==> src/rtl/jpeg_marker_segment_scanner_assert.svh <==
// Assertion macros for the scanner RTL.
`ifndef JPEG_MARKER_SEGMENT_SCANNER_ASSERT_SVH
`define JPEG_MARKER_SEGMENT_SCANNER_ASSERT_SVH

// Same-cycle implication, sampled on clk, off while arst_n is low.
`define JMSS_ASSERT_SAME(label, ante, cons) \
	label: assert property (@(posedge clk) disable iff (!arst_n) (ante) |-> (cons)) \
		else $error("jmss check failed");

// Next-cycle implication, sampled on clk, off while arst_n is low.
`define JMSS_ASSERT_NEXT(label, ante, cons) \
	label: assert property (@(posedge clk) disable iff (!arst_n) (ante) |=> (cons)) \
		else $error("jmss check failed");

`endif

==> src/rtl/jmss_pkg.sv <==
// Types and constants of the JPEG marker segment scanner.
`default_nettype none

package jmss_pkg;

	localparam int unsigned POS_WIDTH = 32;

	localparam logic [7:0] BYTE_FF   = 8'hFF;
	localparam logic [7:0] BYTE_00   = 8'h00;
	localparam logic [7:0] MRK_SOI   = 8'hD8;
	localparam logic [7:0] MRK_EOI   = 8'hD9;
	localparam logic [7:0] MRK_SOS   = 8'hDA;
	localparam logic [7:0] MRK_SOF0  = 8'hC0;
	localparam logic [7:0] MRK_DHT   = 8'hC4;
	localparam logic [7:0] MRK_DQT   = 8'hDB;
	localparam logic [7:0] MRK_APP0  = 8'hE0;
	localparam logic [7:0] MRK_APP1  = 8'hE1;

	typedef enum logic [2:0] {
		ST_OK         = 3'd0,
		ST_END        = 3'd1,
		ST_NO_FF      = 3'd2,
		ST_UNKNOWN    = 3'd3,
		ST_BAD_LEN    = 3'd4,
		ST_AFTER_STOP = 3'd5
	} status_t;

	typedef enum logic [10:0] {
		PH_WANT_FF   = 11'b000_0000_0001,
		PH_WANT_TYPE = 11'b000_0000_0010,
		PH_LEN_HI    = 11'b000_0000_0100,
		PH_LEN_LO    = 11'b000_0000_1000,
		PH_SKIP      = 11'b000_0001_0000,
		PH_E_LEN_HI  = 11'b000_0010_0000,
		PH_E_LEN_LO  = 11'b000_0100_0000,
		PH_E_SKIP    = 11'b000_1000_0000,
		PH_E_DATA    = 11'b001_0000_0000,
		PH_E_GOT_FF  = 11'b010_0000_0000,
		PH_STOPPED   = 11'b100_0000_0000
	} phase_t;

	typedef struct packed {
		phase_t                 phase;
		logic [7:0]             len_hi;
		logic [15:0]            skip;
		logic [POS_WIDTH-1:0]   pos;
		logic [7:0]             marker;
		logic                   started;
	} scan_state_t;

endpackage

`default_nettype wire

==> src/rtl/jmss_step.sv <==
// Next-state and status logic for one stream byte.
`default_nettype none

module jmss_step (
	input  jmss_pkg::scan_state_t cur,
	input  logic [7:0]            data_byte,
	output jmss_pkg::scan_state_t nxt,
	output jmss_pkg::status_t     status
);

	jmss_pkg::phase_t  tp_phase;
	jmss_pkg::status_t tp_status;
	logic [15:0]       len;
	logic              len_short;
	logic              len_two;

	// marker type decode
	always_comb begin
		unique case (data_byte)
			jmss_pkg::MRK_SOI: begin
				tp_phase  = jmss_pkg::PH_WANT_FF;
				tp_status = jmss_pkg::ST_OK;
			end
			jmss_pkg::MRK_EOI: begin
				tp_phase  = jmss_pkg::PH_STOPPED;
				tp_status = jmss_pkg::ST_END;
			end
			jmss_pkg::MRK_SOS, jmss_pkg::MRK_SOF0, jmss_pkg::MRK_DHT: begin
				tp_phase  = jmss_pkg::PH_E_LEN_HI;
				tp_status = jmss_pkg::ST_OK;
			end
			jmss_pkg::MRK_DQT, jmss_pkg::MRK_APP0, jmss_pkg::MRK_APP1: begin
				tp_phase  = jmss_pkg::PH_LEN_HI;
				tp_status = jmss_pkg::ST_OK;
			end
			default: begin
				tp_phase  = jmss_pkg::PH_STOPPED;
				tp_status = jmss_pkg::ST_UNKNOWN;
			end
		endcase
	end

	assign len       = {cur.len_hi, data_byte};
	assign len_short = (len < 16'd2);
	assign len_two   = (len == 16'd2);

	always_comb begin
		nxt    = cur;
		status = jmss_pkg::ST_OK;

		// position saturates at all ones; first byte is index zero
		nxt.started = 1'b1;
		if (!cur.started) begin
			nxt.pos = '0;
		end else if (cur.pos != '1) begin
			nxt.pos = cur.pos + 1'b1;
		end

		unique case (cur.phase)
			jmss_pkg::PH_WANT_FF: begin
				if (data_byte == jmss_pkg::BYTE_FF) begin
					nxt.phase = jmss_pkg::PH_WANT_TYPE;
				end else begin
					nxt.phase = jmss_pkg::PH_STOPPED;
					status    = jmss_pkg::ST_NO_FF;
				end
			end
			jmss_pkg::PH_WANT_TYPE: begin
				nxt.marker = data_byte;
				nxt.phase  = tp_phase;
				status     = tp_status;
			end
			jmss_pkg::PH_LEN_HI, jmss_pkg::PH_E_LEN_HI: begin
				nxt.len_hi = data_byte;
				nxt.phase  = (cur.phase == jmss_pkg::PH_LEN_HI) ?
					jmss_pkg::PH_LEN_LO : jmss_pkg::PH_E_LEN_LO;
			end
			jmss_pkg::PH_LEN_LO, jmss_pkg::PH_E_LEN_LO: begin
				if (len_short) begin
					nxt.phase = jmss_pkg::PH_STOPPED;
					status    = jmss_pkg::ST_BAD_LEN;
				end else if (len_two) begin
					nxt.skip  = '0;
					nxt.phase = (cur.phase == jmss_pkg::PH_LEN_LO) ?
						jmss_pkg::PH_WANT_FF : jmss_pkg::PH_E_DATA;
				end else begin
					nxt.skip  = len - 16'd2;
					nxt.phase = (cur.phase == jmss_pkg::PH_LEN_LO) ?
						jmss_pkg::PH_SKIP : jmss_pkg::PH_E_SKIP;
				end
			end
			jmss_pkg::PH_SKIP, jmss_pkg::PH_E_SKIP: begin
				if (cur.skip <= 16'd1) begin
					nxt.skip  = '0;
					nxt.phase = (cur.phase == jmss_pkg::PH_SKIP) ?
						jmss_pkg::PH_WANT_FF : jmss_pkg::PH_E_DATA;
				end else begin
					nxt.skip = cur.skip - 16'd1;
				end
			end
			jmss_pkg::PH_E_DATA: begin
				if (data_byte == jmss_pkg::BYTE_FF) begin
					nxt.phase = jmss_pkg::PH_E_GOT_FF;
				end
			end
			jmss_pkg::PH_E_GOT_FF: begin
				// FF00 is a stuffed zero, FFFF is fill, anything else a marker
				if (data_byte == jmss_pkg::BYTE_00) begin
					nxt.phase = jmss_pkg::PH_E_DATA;
				end else if (data_byte != jmss_pkg::BYTE_FF) begin
					nxt.marker = data_byte;
					nxt.phase  = tp_phase;
					status     = tp_status;
				end
			end
			default: begin
				nxt.phase = jmss_pkg::PH_STOPPED;
				status    = jmss_pkg::ST_AFTER_STOP;
			end
		endcase
	end

endmodule

`default_nettype wire

==> src/rtl/jpeg_marker_segment_scanner.sv <==
// JPEG marker segment scanner top level: input register, step logic, result register.
// A byte taken into the input register passes through the step logic into the result
// register when the scanner advances, that is, when no finished result is held by out_stall.
// Throughput: one byte per cycle while out_stall holds no result, set by the combinational step logic.
// While a finished result waits to be taken, the input register takes one more byte, then stalls.
// Reset (arst_n low, asynchronous): scanner waits for FF, position before index zero.
`default_nettype none

`include "jpeg_marker_segment_scanner_assert.svh"

module jpeg_marker_segment_scanner (
	input  wire logic        clk,
	input  wire logic        arst_n,
	input  wire logic        in_valid,
	output logic             in_stall,
	input  wire logic [7:0]  data_byte,
	output logic             out_valid,
	input  wire logic        out_stall,
	output logic [2:0]       status,
	output logic [31:0]      byte_position,
	output logic [7:0]       marker_type,
	output logic             in_entropy
);

	logic                  valid_s1;
	logic [7:0]            data_s1;
	logic                  advance;
	logic                  in_fire;
	jmss_pkg::scan_state_t state_q;
	jmss_pkg::scan_state_t state_nxt;
	jmss_pkg::status_t     status_nxt;

	assign advance  = valid_s1 && (!out_valid || !out_stall);
	assign in_stall = valid_s1 && !advance;
	assign in_fire  = in_valid && !in_stall;

	always_ff @(posedge clk or negedge arst_n) begin
		if (!arst_n) begin
			valid_s1 <= 1'b0;
		end else if (in_fire) begin
			valid_s1 <= 1'b1;
		end else if (advance) begin
			valid_s1 <= 1'b0;
		end
	end

	always_ff @(posedge clk) begin
		if (in_fire) begin
			data_s1 <= data_byte;
		end
	end

	jmss_step u_step (
		.cur       (state_q),
		.data_byte (data_s1),
		.nxt       (state_nxt),
		.status    (status_nxt)
	);

	always_ff @(posedge clk or negedge arst_n) begin
		if (!arst_n) begin
			state_q.phase   <= jmss_pkg::PH_WANT_FF;
			state_q.len_hi  <= '0;
			state_q.skip    <= '0;
			state_q.pos     <= '1;
			state_q.marker  <= '0;
			state_q.started <= 1'b0;
		end else if (advance) begin
			state_q <= state_nxt;
		end
	end

	always_ff @(posedge clk or negedge arst_n) begin
		if (!arst_n) begin
			out_valid <= 1'b0;
		end else if (advance) begin
			out_valid <= 1'b1;
		end else if (!out_stall) begin
			out_valid <= 1'b0;
		end
	end

	always_ff @(posedge clk) begin
		if (advance) begin
			status        <= status_nxt;
			byte_position <= 32'(state_nxt.pos);
			marker_type   <= state_nxt.marker;
			in_entropy    <= (state_nxt.phase == jmss_pkg::PH_E_DATA) ||
				(state_nxt.phase == jmss_pkg::PH_E_GOT_FF);
		end
	end

	// any non-ok status leaves the scanner stopped
	`JMSS_ASSERT_NEXT(a_err_stops, advance && (status_nxt != jmss_pkg::ST_OK), state_q.phase == jmss_pkg::PH_STOPPED)
	// stopped results never claim entropy data
	`JMSS_ASSERT_SAME(a_stop_no_entropy, out_valid && (status == jmss_pkg::ST_AFTER_STOP), !in_entropy)
	// an empty input register never holds off the sender
	`JMSS_ASSERT_SAME(a_empty_no_stall, !valid_s1, !in_stall)

endmodule

`default_nettype wire

==> config.mk <==
export PLATFORM = sky130hd
export DESIGN_NAME = jpeg_marker_segment_scanner
export DESIGN_NICKNAME = d
export VERILOG_FILES = /design/src/rtl/jmss_pkg.sv /design/src/rtl/jmss_step.sv /design/src/rtl/jpeg_marker_segment_scanner.sv
export VERILOG_INCLUDE_DIRS = /design/src /design/src/rtl
export SDC_FILE = /design/constraint.sdc
export NUM_CORES = 1
export LEC_CHECK = 0
export BUFFER_PORTS_ARGS = -buffer_cell sky130_fd_sc_hd__clkbuf_2
export CORE_AREA = 10 10 123 125
export DETAILED_ROUTE_END_ITERATION = 12
export DIE_AREA = 0 0 133 135
export PLACE_DENSITY = 0.85
export SLEW_MARGIN = 40
export SYNTH_ARGS = -nofsm -noshare
export SYNTH_HDL_FRONTEND = slang
export SYNTH_HIERARCHICAL = 1
export SYNTH_SLANG_ARGS = --single-unit
==> constraint.sdc <==
create_clock -name clk -period 5.25 [get_ports clk]
set_clock_uncertainty 0.15 [all_clocks]
set_input_delay 1.05 -clock clk [delete_from_list [all_inputs] [get_ports clk]]
set_output_delay 1.05 -clock clk [all_outputs]
set_load 0.05 [all_outputs]
## Yosys cells after proc, flatten, opt, wreduce, memory -nomap -nowiden

Index checks and enable logic that the tools add are counted.

| cells by class | value |
|---|---|
| $add $sub $neg | 3 |
| magnitude comparators | 2 |
| equal/unequal tests | 26 |
| multiplexer cells | 32 |
| reductions and logical operators | 21 |

Operators by type and width:

| kind | count |
|---|---|
| 11-bit 2-to-1 mux | 7 |
| 11-bit one-hot mux with 7 select lines | 1 |
| 8-bit == test, second input constant | 9 |
| 32-bit 2-to-1 mux | 2 |
| 16-bit 2-to-1 mux | 3 |
| 11-bit one-hot mux with 3 select lines | 1 |
| 32-bit by 1-bit adder with 32-bit output, second input constant | 1 |
| 32-bit != test, second input constant | 1 |
| 16-bit one-hot mux with 2 select lines | 1 |
| 8-bit 2-to-1 mux | 3 |
| 11-bit by 10-bit == test with 1-bit output, second input constant | 2 |
| 11-bit by 9-bit == test with 1-bit output, second input constant | 2 |
| 9-bit 2-to-1 mux | 2 |
| 16-bit by 2-bit == test with 1-bit output, second input constant | 1 |
| 16-bit by 1-bit <= comparator with 1-bit output, second input constant | 1 |
| 16-bit by 2-bit < comparator with 1-bit output, second input constant | 1 |
| 8-bit one-hot mux with 2 select lines | 1 |
| 16-bit by 1-bit subtractor with 16-bit output, second input constant | 1 |
| 16-bit by 2-bit subtractor with 16-bit output, second input constant | 1 |
| 3-bit one-hot mux with 5 select lines | 1 |
| 11-bit by 1-bit == test with 1-bit output, second input constant | 1 |
| 11-bit by 2-bit == test with 1-bit output, second input constant | 1 |
| 11-bit by 3-bit == test with 1-bit output, second input constant | 1 |
| 11-bit by 4-bit == test with 1-bit output, second input constant | 1 |
| other kinds (23) | 38 |

| word-level totals | value |
|---|---|
| bits in registers | 130 |
| input port bits | 12 |
| output and inout bits | 46 |
| logic and storage cells | 97 |

## Logic depth before layout (Yosys ltp)

Gate-level depths: netlist of the first run.

| depth | value |
|---|---|
| depth after elaboration | 8 |
| mapped depth | 10 |
| depth with buffers taken out | 9 |

## By module

The synthesis of the first run kept the hierarchy.

Modules (own cells, without submodules):

| module | instances | cells each | area each (sq um) | seq. area each (sq um) |
|---|---|---|---|---|
| jpeg_marker_segment_scanner | 1 | 225 | 4700.8 | 3554.7 |
| jmss_step | 1 | 435 | 2792.7 | 0.0 |

## Worst setup path before layout of the first run

No wires, ideal clock.

| timing | value |
|---|---|
| path kind | register to register |
| start | reg data_s1[3] |
| end | reg in_entropy, data pin |
| setup time | 0.256 ns |
| arrival | 2.321 ns |
| data required time | 4.844 ns |
| path slack | 2.523 ns |
| stages on the path, launching flop included | 8 |
| buffers on the path | 1 |
| clock period less this slack | 2.727 ns |
| cells stage by stage | edfxtp_1 buf_6 or4_4 or3_1 or4_4 o221ai_2 xor2_1 and4_1 |

RTL lines:

| item | line | source |
|---|---|---|
| start, declared | jpeg_marker_segment_scanner.sv:26 | `logic [7:0] data_s1;` |
| start signal, assigned | jpeg_marker_segment_scanner.sv:49 | `data_s1 <= data_byte;` |
| end signal, assigned | jpeg_marker_segment_scanner.sv:88 | `in_entropy <= (state_nxt.phase == jmss_pkg::PH_E_DATA) \|\|` |
| end, declared | jpeg_marker_segment_scanner.sv:22 | `output logic in_entropy` |

==> impl_metrics.ini, run 1 <==
[finish]
final_nets = 717
drive_above_1_share_pct = 31.8
layout_common_cells = 61 x mux2_2, 56 x clkbuf_2, 52 x edfxtp_1
areaGrowthSynthToFinish_pct = 12.0
final_common_cell = mux2_2
antennaDiodeCount = 0

[floorplan]
die_w_um = 133
rows = 41
die-height_um = 135
die_area_sq_um = 18000
start_util_pct = 59.6
ios = 58
core_area_sq_um = 12600

[clock_tree]
cts_buffers = 17
clock-sinks = 130
post_cts_buffers = 0
cts_tree = done
clockBufferDepth = 2
cts-root-buf = clkbuf_16
path_clk_slew_ns = 0.06
h-tree-depth = 4
post_cts_resized = 0
cts_hold_buf = 0
clock_latency_ns = 0.42

[grt]
antenna_found_initial = 0
grt_usage_pct = 19.2
grt_pass1_wl_mm = 28.0
grt.overflow.total = 0
grt_pass1_vias = 5456
grt_max_degree = 106

[logic_synthesis]
seq_area_frac_synth_pct = 47.4
post_synth_num_cell_types = 74
syn_nets = 676
async_reset_ff_share_pct = 60.0
synth_area_sq_um = 7490
ys_warn_count = 6
synth_area_leaders = edfxtp_1 21%, dfrtp_1 15%, dfstp_2 12%
synth_top_area_share_pct = 20.8
synth_top_area_cell = edfxtp_1
ys.flop_type = edfxtp_1
synth_cells = 660
syn_avg_cell_area_sq_um = 11.4
synth_seq_cells = 130
synth_edf_count = 52

[routing]
drc = 0
routed_wl_mm = 17.2
wl_per_cell_um = 19.5
ant_nets = 0
first_pass_iters = 5
viasPerCell = 6.40
dr.first_iter.drc_count = 798
dr_total_vias = 5660

[job]
drv_cap = 0

[place]
hpwlAfterDp_mm = 11.5
io_buffers = 57
dp_slack_ns = 2.18
gp_congestion = 0.916

[power_and_ir_drop]
power_leakage_nw = 3.36
p_per_area_nw_per_um2 = 307
peakVddDrop_mv = 0.231

[sta]
finalHoldViolCount = 0
worst_slack_ns = 2.12
rsz0062_at_grt = false
setup_violations = 0
slew_headroom_pct = 46.1
timing.final.max_slew_violations = 0
max_freq_mhz = 319
fin_crit_ns = 3.13
setup-tns-final_ns = 0
tightest_slew_ns = 0.808
period_share_pct = 59.7

[worst_setup_path]
setup.worst_path.end_class = register
crit_type = reg -> reg
crit_fanout = 6
crit_required_ns = 5.27
crit_path_start_kind = register
arrival_ns = 3.16

[outcome]
status = completed

[hold_path]
worstHoldPathType = reg -> reg
-- logic make-up after synthesis --
kind of cell	count (synthesis)	synth area share, %
adders and majority gates	4	0.668
buffers and inverters	58	4.17
muxes	93	15.4
DFF	130	47.4
AOI/OAI and AO/OA	102	10.0
other	1	0.0500
and+or+nand+nor	239	18.4
xor gates and xnor gates	33	3.86
-- worst paths after layout --
kind                             start     endpoint  slack [ns]  cells after the start
max                        state_q[51]   in_entropy        2.12                      7
min                           valid_s1    out_valid        0.34                      1
max reg2reg                state_q[51]   in_entropy        2.12                      7
min reg2reg                   valid_s1    out_valid        0.34                      1
max in group asynchronous       arst_n   state_q[0]        3.92                      1
min in group asynchronous       arst_n  state_q[52]        0.52                      1
-- power by group --
part / internal [mW] / total (mW) / switching, mW
logic: 0.0681 / 0.253 / 0.185
clock network: 0.750 / 1.17 / 0.421
registers: 1.11 / 1.15 / 0.0375
total: 1.93 / 2.58 / 0.644
-- sequential cells by signal, summed over array words and instances, names as in the netlist --
register / flops
byte_position: 32
valid_s1: 1
state_q: 76
status: 3
data_s1: 8
out_valid: 1
in_entropy: 1
marker_type: 8
-- per-stage QoR --
stage	util (%)	hold WS [ns]	power [mW]	std cells	instance area (sq um)
2_1_floorplan	-	0.301	1.36	660	7490
3_3_place_gp	62.0	0.302	1.42	854	7790
3_5_place_dp	62.1	0.325	1.42	854	7810
4_1_cts	66.8	0.339	2.60	885	8390
5_1_grt	66.8	0.365	2.66	885	8390
6_report	66.8	0.341	2.58	885	8390
-- critical path, stage by stage, from the launching register on --
cell	delay, ns
dfrtp_1	0.43
or4_4	0.56
or3_1	0.39
nor4_2	0.50
mux2i_1	0.31
o221ai_2	0.16
xor2_1	0.17
and4_1	0.21
-- layout make-up --
cell class,count,area [sq um]
Inverter,21,78.8
Timing Repair Buffer,59,319
Fill cell,951,4170
Clock inverter,11,139
Clock buffer,20,447
Multi-Input combinational cell,472,3640
Sequential cell,130,3550
Tap cell,172,215
-- Yosys cell counts, drive strengths merged, types with 4 or more instances --
cell     n
a22oi   11
xnor2   25
or3     13
dfrtp   45
buf     16
nand4   16
nand2   37
dfstp   33
a211oi   7
nor4    17
nor3    21
nor2b    5
edfxtp  52
nor2    38
nand2b   7
nand3   32
o21ai   21
clkbuf  21
o31ai    7
a21oi   13
and2     6
a32oi   11
or4     18
nor4b    4
and4     7
xor2     8
ha       4
inv     21
o21a     4
mux2    90
-- per-layer routing --
metal	part of all wire, %	wire [um]	track usage [%]
met4	2.0	350	8.62
met1	41	7020	22.6
met5	0	0	0
met3	6.2	1060	4.67
met2	51	8790	32.5
(Power assumes the default switching activity.)
==> run 2, diff against run 1 <==
--- a/config.mk
+++ b/config.mk
@@ -6,10 +6,11 @@
 export SDC_FILE = /design/constraint.sdc
 export NUM_CORES = 1
 export LEC_CHECK = 0
+export ABC_AREA = 1
 export BUFFER_PORTS_ARGS = -buffer_cell sky130_fd_sc_hd__clkbuf_2
-export CORE_AREA = 10 10 123 125
+export CORE_AREA = 10 10 126 128
 export DETAILED_ROUTE_END_ITERATION = 12
-export DIE_AREA = 0 0 133 135
+export DIE_AREA = 0 0 136 138
 export PLACE_DENSITY = 0.85
 export SLEW_MARGIN = 40
 export SYNTH_ARGS = -nofsm -noshare
==> constraint.sdc (replaced) <==
create_clock -name clk -period 3.2 [get_ports clk]
set_clock_uncertainty 0.15 [all_clocks]
set_input_delay 0.64 -clock clk [delete_from_list [all_inputs] [get_ports clk]]
set_output_delay 0.64 -clock clk [all_outputs]
set_load 0.05 [all_outputs]
==> impl_metrics.ini, run 2 <==
[sta]
slew_headroom_pct = 58.8
setup_violations = 0
period_share_pct = 77.2
tightest_slew_ns = 0.618
timing.final.max_slew_violations = 0
setup-tns-final_ns = 0
rsz0062_at_grt = false
max_freq_mhz = 405
worst_slack_ns = 0.730
fin_crit_ns = 2.47
finalHoldViolCount = 0

[finish]
final_common_cell = nand2_1
areaGrowthSynthToFinish_pct = 11.9
final_nets = 1165
antennaDiodeCount = 0
stdcell_area_sq_um = 8870
largest_reg_flops = 76
layout_common_cells = 471 x nand2_1, 119 x nor2_1, 103 x inv_1
drive_above_1_share_pct = 14.7
instances_no_fill = 1342
top_regs = state_q (76), byte_position (32)
regMostFlops = state_q

[clock_tree]
clock_latency_ns = 0.42
cts_hold_buf = 0
h-tree-depth = 4
cts_buffers = 17
post_cts_resized = 0
clockBufferDepth = 2
cts-root-buf = clkbuf_16
path_clk_slew_ns = 0.06
cts_tree = done
clock-sinks = 130
post_cts_buffers = 0

[place]
io_buffers = 57
hpwlAfterDp_mm = 14.0
gp_congestion = 0.995
placed_area_sq_um = 8270
dp_cells = 1310
dp_slack_ns = 0.782

[logic_synthesis]
synth_area_sq_um = 7930
synth_cells = 1099
post_synth_num_cell_types = 38
synth_top_area_share_pct = 22.3
yosysMostFrequentCell = nand2_1
syn_nets = 1115
ys.flop_type = edfxtp_1
syn_avg_cell_area_sq_um = 7.22
netlist_top_cells_count = 471 x nand2_1, 119 x nor2_1, 103 x inv_1
synth_top_area_cell = nand2_1
synth_edf_count = 52
synth_area_leaders = nand2_1 22%, edfxtp_1 20%, dfrtp_1 14%
seq_area_frac_synth_pct = 44.8
ys_warn_count = 6
synth_seq_cells = 130
async_reset_ff_share_pct = 60.0

[outcome]
status = completed

[grt]
grt_usage_pct = 21.1
grt_pass1_vias = 6726
grt.overflow.total = 0
antenna_found_initial = 0
grt_pass1_wl_mm = 32.5
grt_max_degree = 113

[routing]
viasPerCell = 5.36
first_pass_iters = 6
drc = 0
dr_total_vias = 7198
routed_wl_mm = 19.8
dr.first_iter.drc_count = 692
ant_nets = 0
wl_per_cell_um = 14.8

[worst_setup_path]
crit_type = reg -> reg
arrival_ns = 2.68
crit_required_ns = 3.41
setup.worst_path.end_class = register
crit_path_start_kind = register
crit_fanout = 29

[floorplan]
rows = 43
die-height_um = 138
die_w_um = 136
die_area_sq_um = 18800
ios = 58
start_util_pct = 58.7
core_area_sq_um = 13500

[power_and_ir_drop]
power_leakage_nw = 4.30
p_per_area_nw_per_um2 = 495
peakVddDrop_mv = 0.401

[job]
drv_cap = 0

[hold_path]
worstHoldPathType = in -> async
## run 2: cell types whose count changed after synthesis, moves of 18 or more
cell | previous run | this run
clkbuf_1 | 21 | 1
inv_1 | 21 | 103
mux2_2 | 61 | 0
mux2_4 | 29 | 0
nand2_1 | 36 | 471
nand3_1 | 32 | 78
nor2_1 | 38 | 119
xnor2_1 | 25 | 7
## run 2: final timing paths
check                             start     endpoint  slack [ns]  depth (start not counted)
max                          state_q[9]   state_q[9]        0.73                         13
min                              arst_n  state_q[56]        0.05                          1
max reg2reg                  state_q[9]   state_q[9]        0.73                         13
min reg2reg                  state_q[4]   state_q[4]        0.33                          2
max in group asynchronous        arst_n  state_q[10]        2.12                          2
min in group clk           data_byte[3]   data_s1[3]        0.24                          1
## run 2: area by class of cell
| type | instances | area [sq um] |
|---|---|---|
| fill | 1163 | 4630 |
| multi-input combinational | 826 | 3730 |
| sequential | 130 | 3550 |
| clock buffer | 21 | 460 |
| inverter | 112 | 423 |
| timing repair buffer | 62 | 345 |
| tap | 180 | 225 |
| clock inverter | 11 | 136 |
## run 2: metal layers
metal | vias to the layer above | part of all wire [%] | track usage [%]
met1 | 3281 | 41 | 25.0
met5 | - | 0 | 0
met2 | 296 | 49 | 35.0
met3 | 63 | 6.1 | 4.53
li1 | 3558 | - | -
met4 | 0 | 3.8 | 11.2
## run 2: worst max-delay path: stages, from the launching register on
cell     delay, ns
dfstp_2       0.59
ha_1          0.30
nand3_2       0.15
inv_2         0.12
nand2_2       0.07
inv_2         0.07
nand2_2       0.08
inv_2         0.06
nand2_1       0.05
buf_4         0.24
nand2_1       0.09
nor3b_1       0.27
nand2_1       0.09
nand2_1       0.08
## run 2: power by group
group	internal, mW	switching (mW)	total [mW]
logic	0.102	0.432	0.534
registers	1.84	0.0568	1.89
clock network	1.26	0.706	1.96
total	3.20	1.20	4.39
## run 2: logic make-up (layout without fill, tap and decap cells)
logic type | Yosys count | after routing | share of synthesized area, %
simple gates | 751 | 751 | 40.5
buf+inv | 143 | 206 | 8.19
flops | 130 | 130 | 44.8
compound gates | 47 | 47 | 3.30
xor+xnor | 23 | 23 | 2.54
fa+ha+maj | 4 | 4 | 0.631
other cells | 1 | 1 | 0.0473
## run 2: through the flow
step | util [%] | power [mW] | hold WS, ns
6_report | 65.7 | 4.39 | 0.0540
5_1_grt | 65.7 | 4.54 | 0.0800
4_1_cts | 65.7 | 4.42 | 0.174
3_5_place_dp | 61.2 | 2.46 | 0.317
3_3_place_gp | 61.2 | 2.45 | 0.318
2_1_floorplan | - | 2.33 | 0.194
==> run 3, diff against run 2 <==
--- a/config.mk
+++ b/config.mk
@@ -6,12 +6,12 @@
 export SDC_FILE = /design/constraint.sdc
 export NUM_CORES = 1
 export LEC_CHECK = 0
-export ABC_AREA = 1
+export ABC_AREA = 0
 export BUFFER_PORTS_ARGS = -buffer_cell sky130_fd_sc_hd__clkbuf_2
-export CORE_AREA = 10 10 126 128
+export CORE_AREA = 10 10 128 130
 export DETAILED_ROUTE_END_ITERATION = 12
-export DIE_AREA = 0 0 136 138
-export PLACE_DENSITY = 0.85
+export DIE_AREA = 0 0 138 140
+export PLACE_DENSITY = 0.82
 export SLEW_MARGIN = 40
 export SYNTH_ARGS = -nofsm -noshare
 export SYNTH_HDL_FRONTEND = slang
==> constraint.sdc (replaced) <==
create_clock -name clk -period 2.1 [get_ports clk]
set_clock_uncertainty 0.15 [all_clocks]
set_input_delay 0.42 -clock clk [delete_from_list [all_inputs] [get_ports clk]]
set_output_delay 0.42 -clock clk [all_outputs]
set_load 0.05 [all_outputs]
==> impl_metrics.ini, run 3 (synthesis results as in run 1) <==
[outcome]
status = finished with violations
violations = negative setup slack

[floorplan]
die-height_um = 140
die_area_sq_um = 19300
rows = 43
ios = 58
die_w_um = 138
start_util_pct = 54.4
core_area_sq_um = 13800

[place]
gp_congestion = 0.933
dp_slack_ns = -0.602
io_buffers = 57
hpwlAfterDp_mm = 15.2
placed_area_sq_um = 9520

[worst_setup_path]
path_common_cell = buf_6
critPathLaunch = state_q[10]
cp_slowest_cell = dfstp_2
crit_fanout = 4
worstPathCellList = ha_4 -> nand4_1 -> buf_6 -> buf_6 -> nor4_4 -> nand3_2 -> or3_1 -> a21oi_2 -> mux2_4
crit_type = reg -> reg
arrival_ns = 3.14
crit_end = state_q[29]
setup.worst_path.end_class = register
crit_path_start_kind = register
r2r_slack_ns = -0.81
rr_startpoint = state_q[10]
crit_required_ns = 2.33
max_stage_delay_ns = 0.58
r2r_cells = 9
regToRegEndpoint = state_q[29]

[finish]
regMostFlops = state_q
largest_reg_flops = 76
final_nets = 967
drive_above_1_share_pct = 64.1
antennaDiodeCount = 0
layout_common_cells = 181 x buf_4, 76 x mux2_4, 56 x clkbuf_2
areaGrowthSynthToFinish_pct = 59.7
top_regs = state_q (76), byte_position (32)
stdcell_area_sq_um = 12000
final_common_cell = buf_4
fin_util_pct = 86.9

[sta]
max_freq_mhz = 343
finalHoldViolCount = 0
worst_slack_ns = -0.813
timing.final.max_slew_violations = 0
rsz0062_at_grt = true
slew_headroom_pct = 58.9
setup_violations = 115
period_share_pct = 139
tightest_slew_ns = 0.616
fin_crit_ns = 2.91

[grt]
grt_max_degree = 34
antenna_found_initial = 1
grt_pass1_wl_mm = 43.5
grt_usage_pct = 27.9
grt.overflow.total = 0
grt_pass1_vias = 7759

[clock_tree]
h-tree-depth = 4
clockBufferDepth = 2
cts-root-buf = clkbuf_16
cts_buffers = 17
cts_tree = done
path_clk_slew_ns = 0.07
clock_latency_ns = 0.44
clock-sinks = 130

[job]
drv_cap = 0

[power_and_ir_drop]
total_power_mw = 7.40
peakVddDrop_mv = 1.03
p_per_area_nw_per_um2 = 618
power_leakage_nw = 5.12

[routing]
routed_wl_mm = 35.4
first_pass_iters = 6
dr.first_iter.drc_count = 1077
dr_total_vias = 8206
wl_per_cell_um = 30.9
viasPerCell = 7.17
ant_nets = 0
drc = 0

[hold_path]
min-delay-start = data_byte[1]
worstHoldPathType = in -> reg
-- run 3: cell types whose count changed in the layout (fill, tap and decap cells not counted), moves of 11 or more --
cell     previous run  this run
buf_4               3       181
buf_6               2        54
inv_1             103        19
mux2_2              0        14
mux2_4              0        76
nand2_1           471        29
nand3_1            78        27
nor2_1            119        28
o21ai_0            25         3
o21ai_1             0        11
or4_4               0        16
xnor2_1             7        21
-- run 3: cell type report --
type	count	area (sq um)
clock buffer	20	457
tap	180	225
inverter	21	81.3
multi-input combinational	473	4910
fill	566	1800
timing repair buffer	308	2540
clock inverter	12	203
sequential	130	3550
-- run 3: how the worst min path moves through the flow --
| stage | endpoint | slack (ns) | cells past startpoint |
|---|---|---|---|
| floorplan | out_valid | -0.03 | 0 |
| global placement | state_q[55] | 0.21 | 1 |
| detailed placement | state_q[55] | 0.21 | 1 |
| CTS | data_s1[1] | 0.002 | 1 |
| global route | data_s1[1] | 0.005 | 1 |
| finish | data_s1[1] | 0.02 | 1 |
-- run 3: per-stage QoR --
step | cells | hold WS, ns | TNS (ns)
final | 1144 | 0.0165 | -47.85
after global routing | 1144 | 0.00504 | -50.57
after CTS | 1120 | 0.00219 | -31.02
after detailed placement | 1044 | 0.210 | -31.45
after global placement | 1044 | 0.208 | -24.46
after floorplan | 660 | -0.0256 | -19.93
-- run 3: timing repair --
item,CTS,global route
hold buffers,2,0
setup buffers,39,31
endpoints found under the setup margin,116,118
pin swaps,62,63
endpoints found under the hold margin,11,0
gates resized for setup,164,121
cloned,4,0
-- run 3: worst max-delay path: cells and delay by family, from the launching register on --
| kind | cells | cell delay, ns |
|---|---|---|
| adder cells (fa/ha/maj) | 1 | 0.14 |
| flip-flops | 1 | 0.58 |
| AND/OR/NAND/NOR | 4 | 1.26 |
| AO/OA/AOI/OAI | 1 | 0.18 |
| buffers and inverters | 2 | 0.36 |
| multiplexers | 1 | 0.17 |
-- run 3: power by group --
| part | internal (mW) | switching (mW) | leakage (nW) | total, mW |
|---|---|---|---|---|
| registers | 2.78 | 0.0957 | 1.47 | 2.88 |
| clock network | 2.18 | 1.25 | 0.321 | 3.43 |
| logic | 0.389 | 0.709 | 3.32 | 1.10 |
| total | 5.35 | 2.05 | 5.12 | 7.40 |
-- run 3: metal layers --
metal	up-vias	GRT usage [%]	share of wire (%)
met5	-	0	0.037
met1	3958	29.0	33
met2	803	48.0	46
met3	350	8.11	11
met4	2	19.1	11
li1	3093	-	-
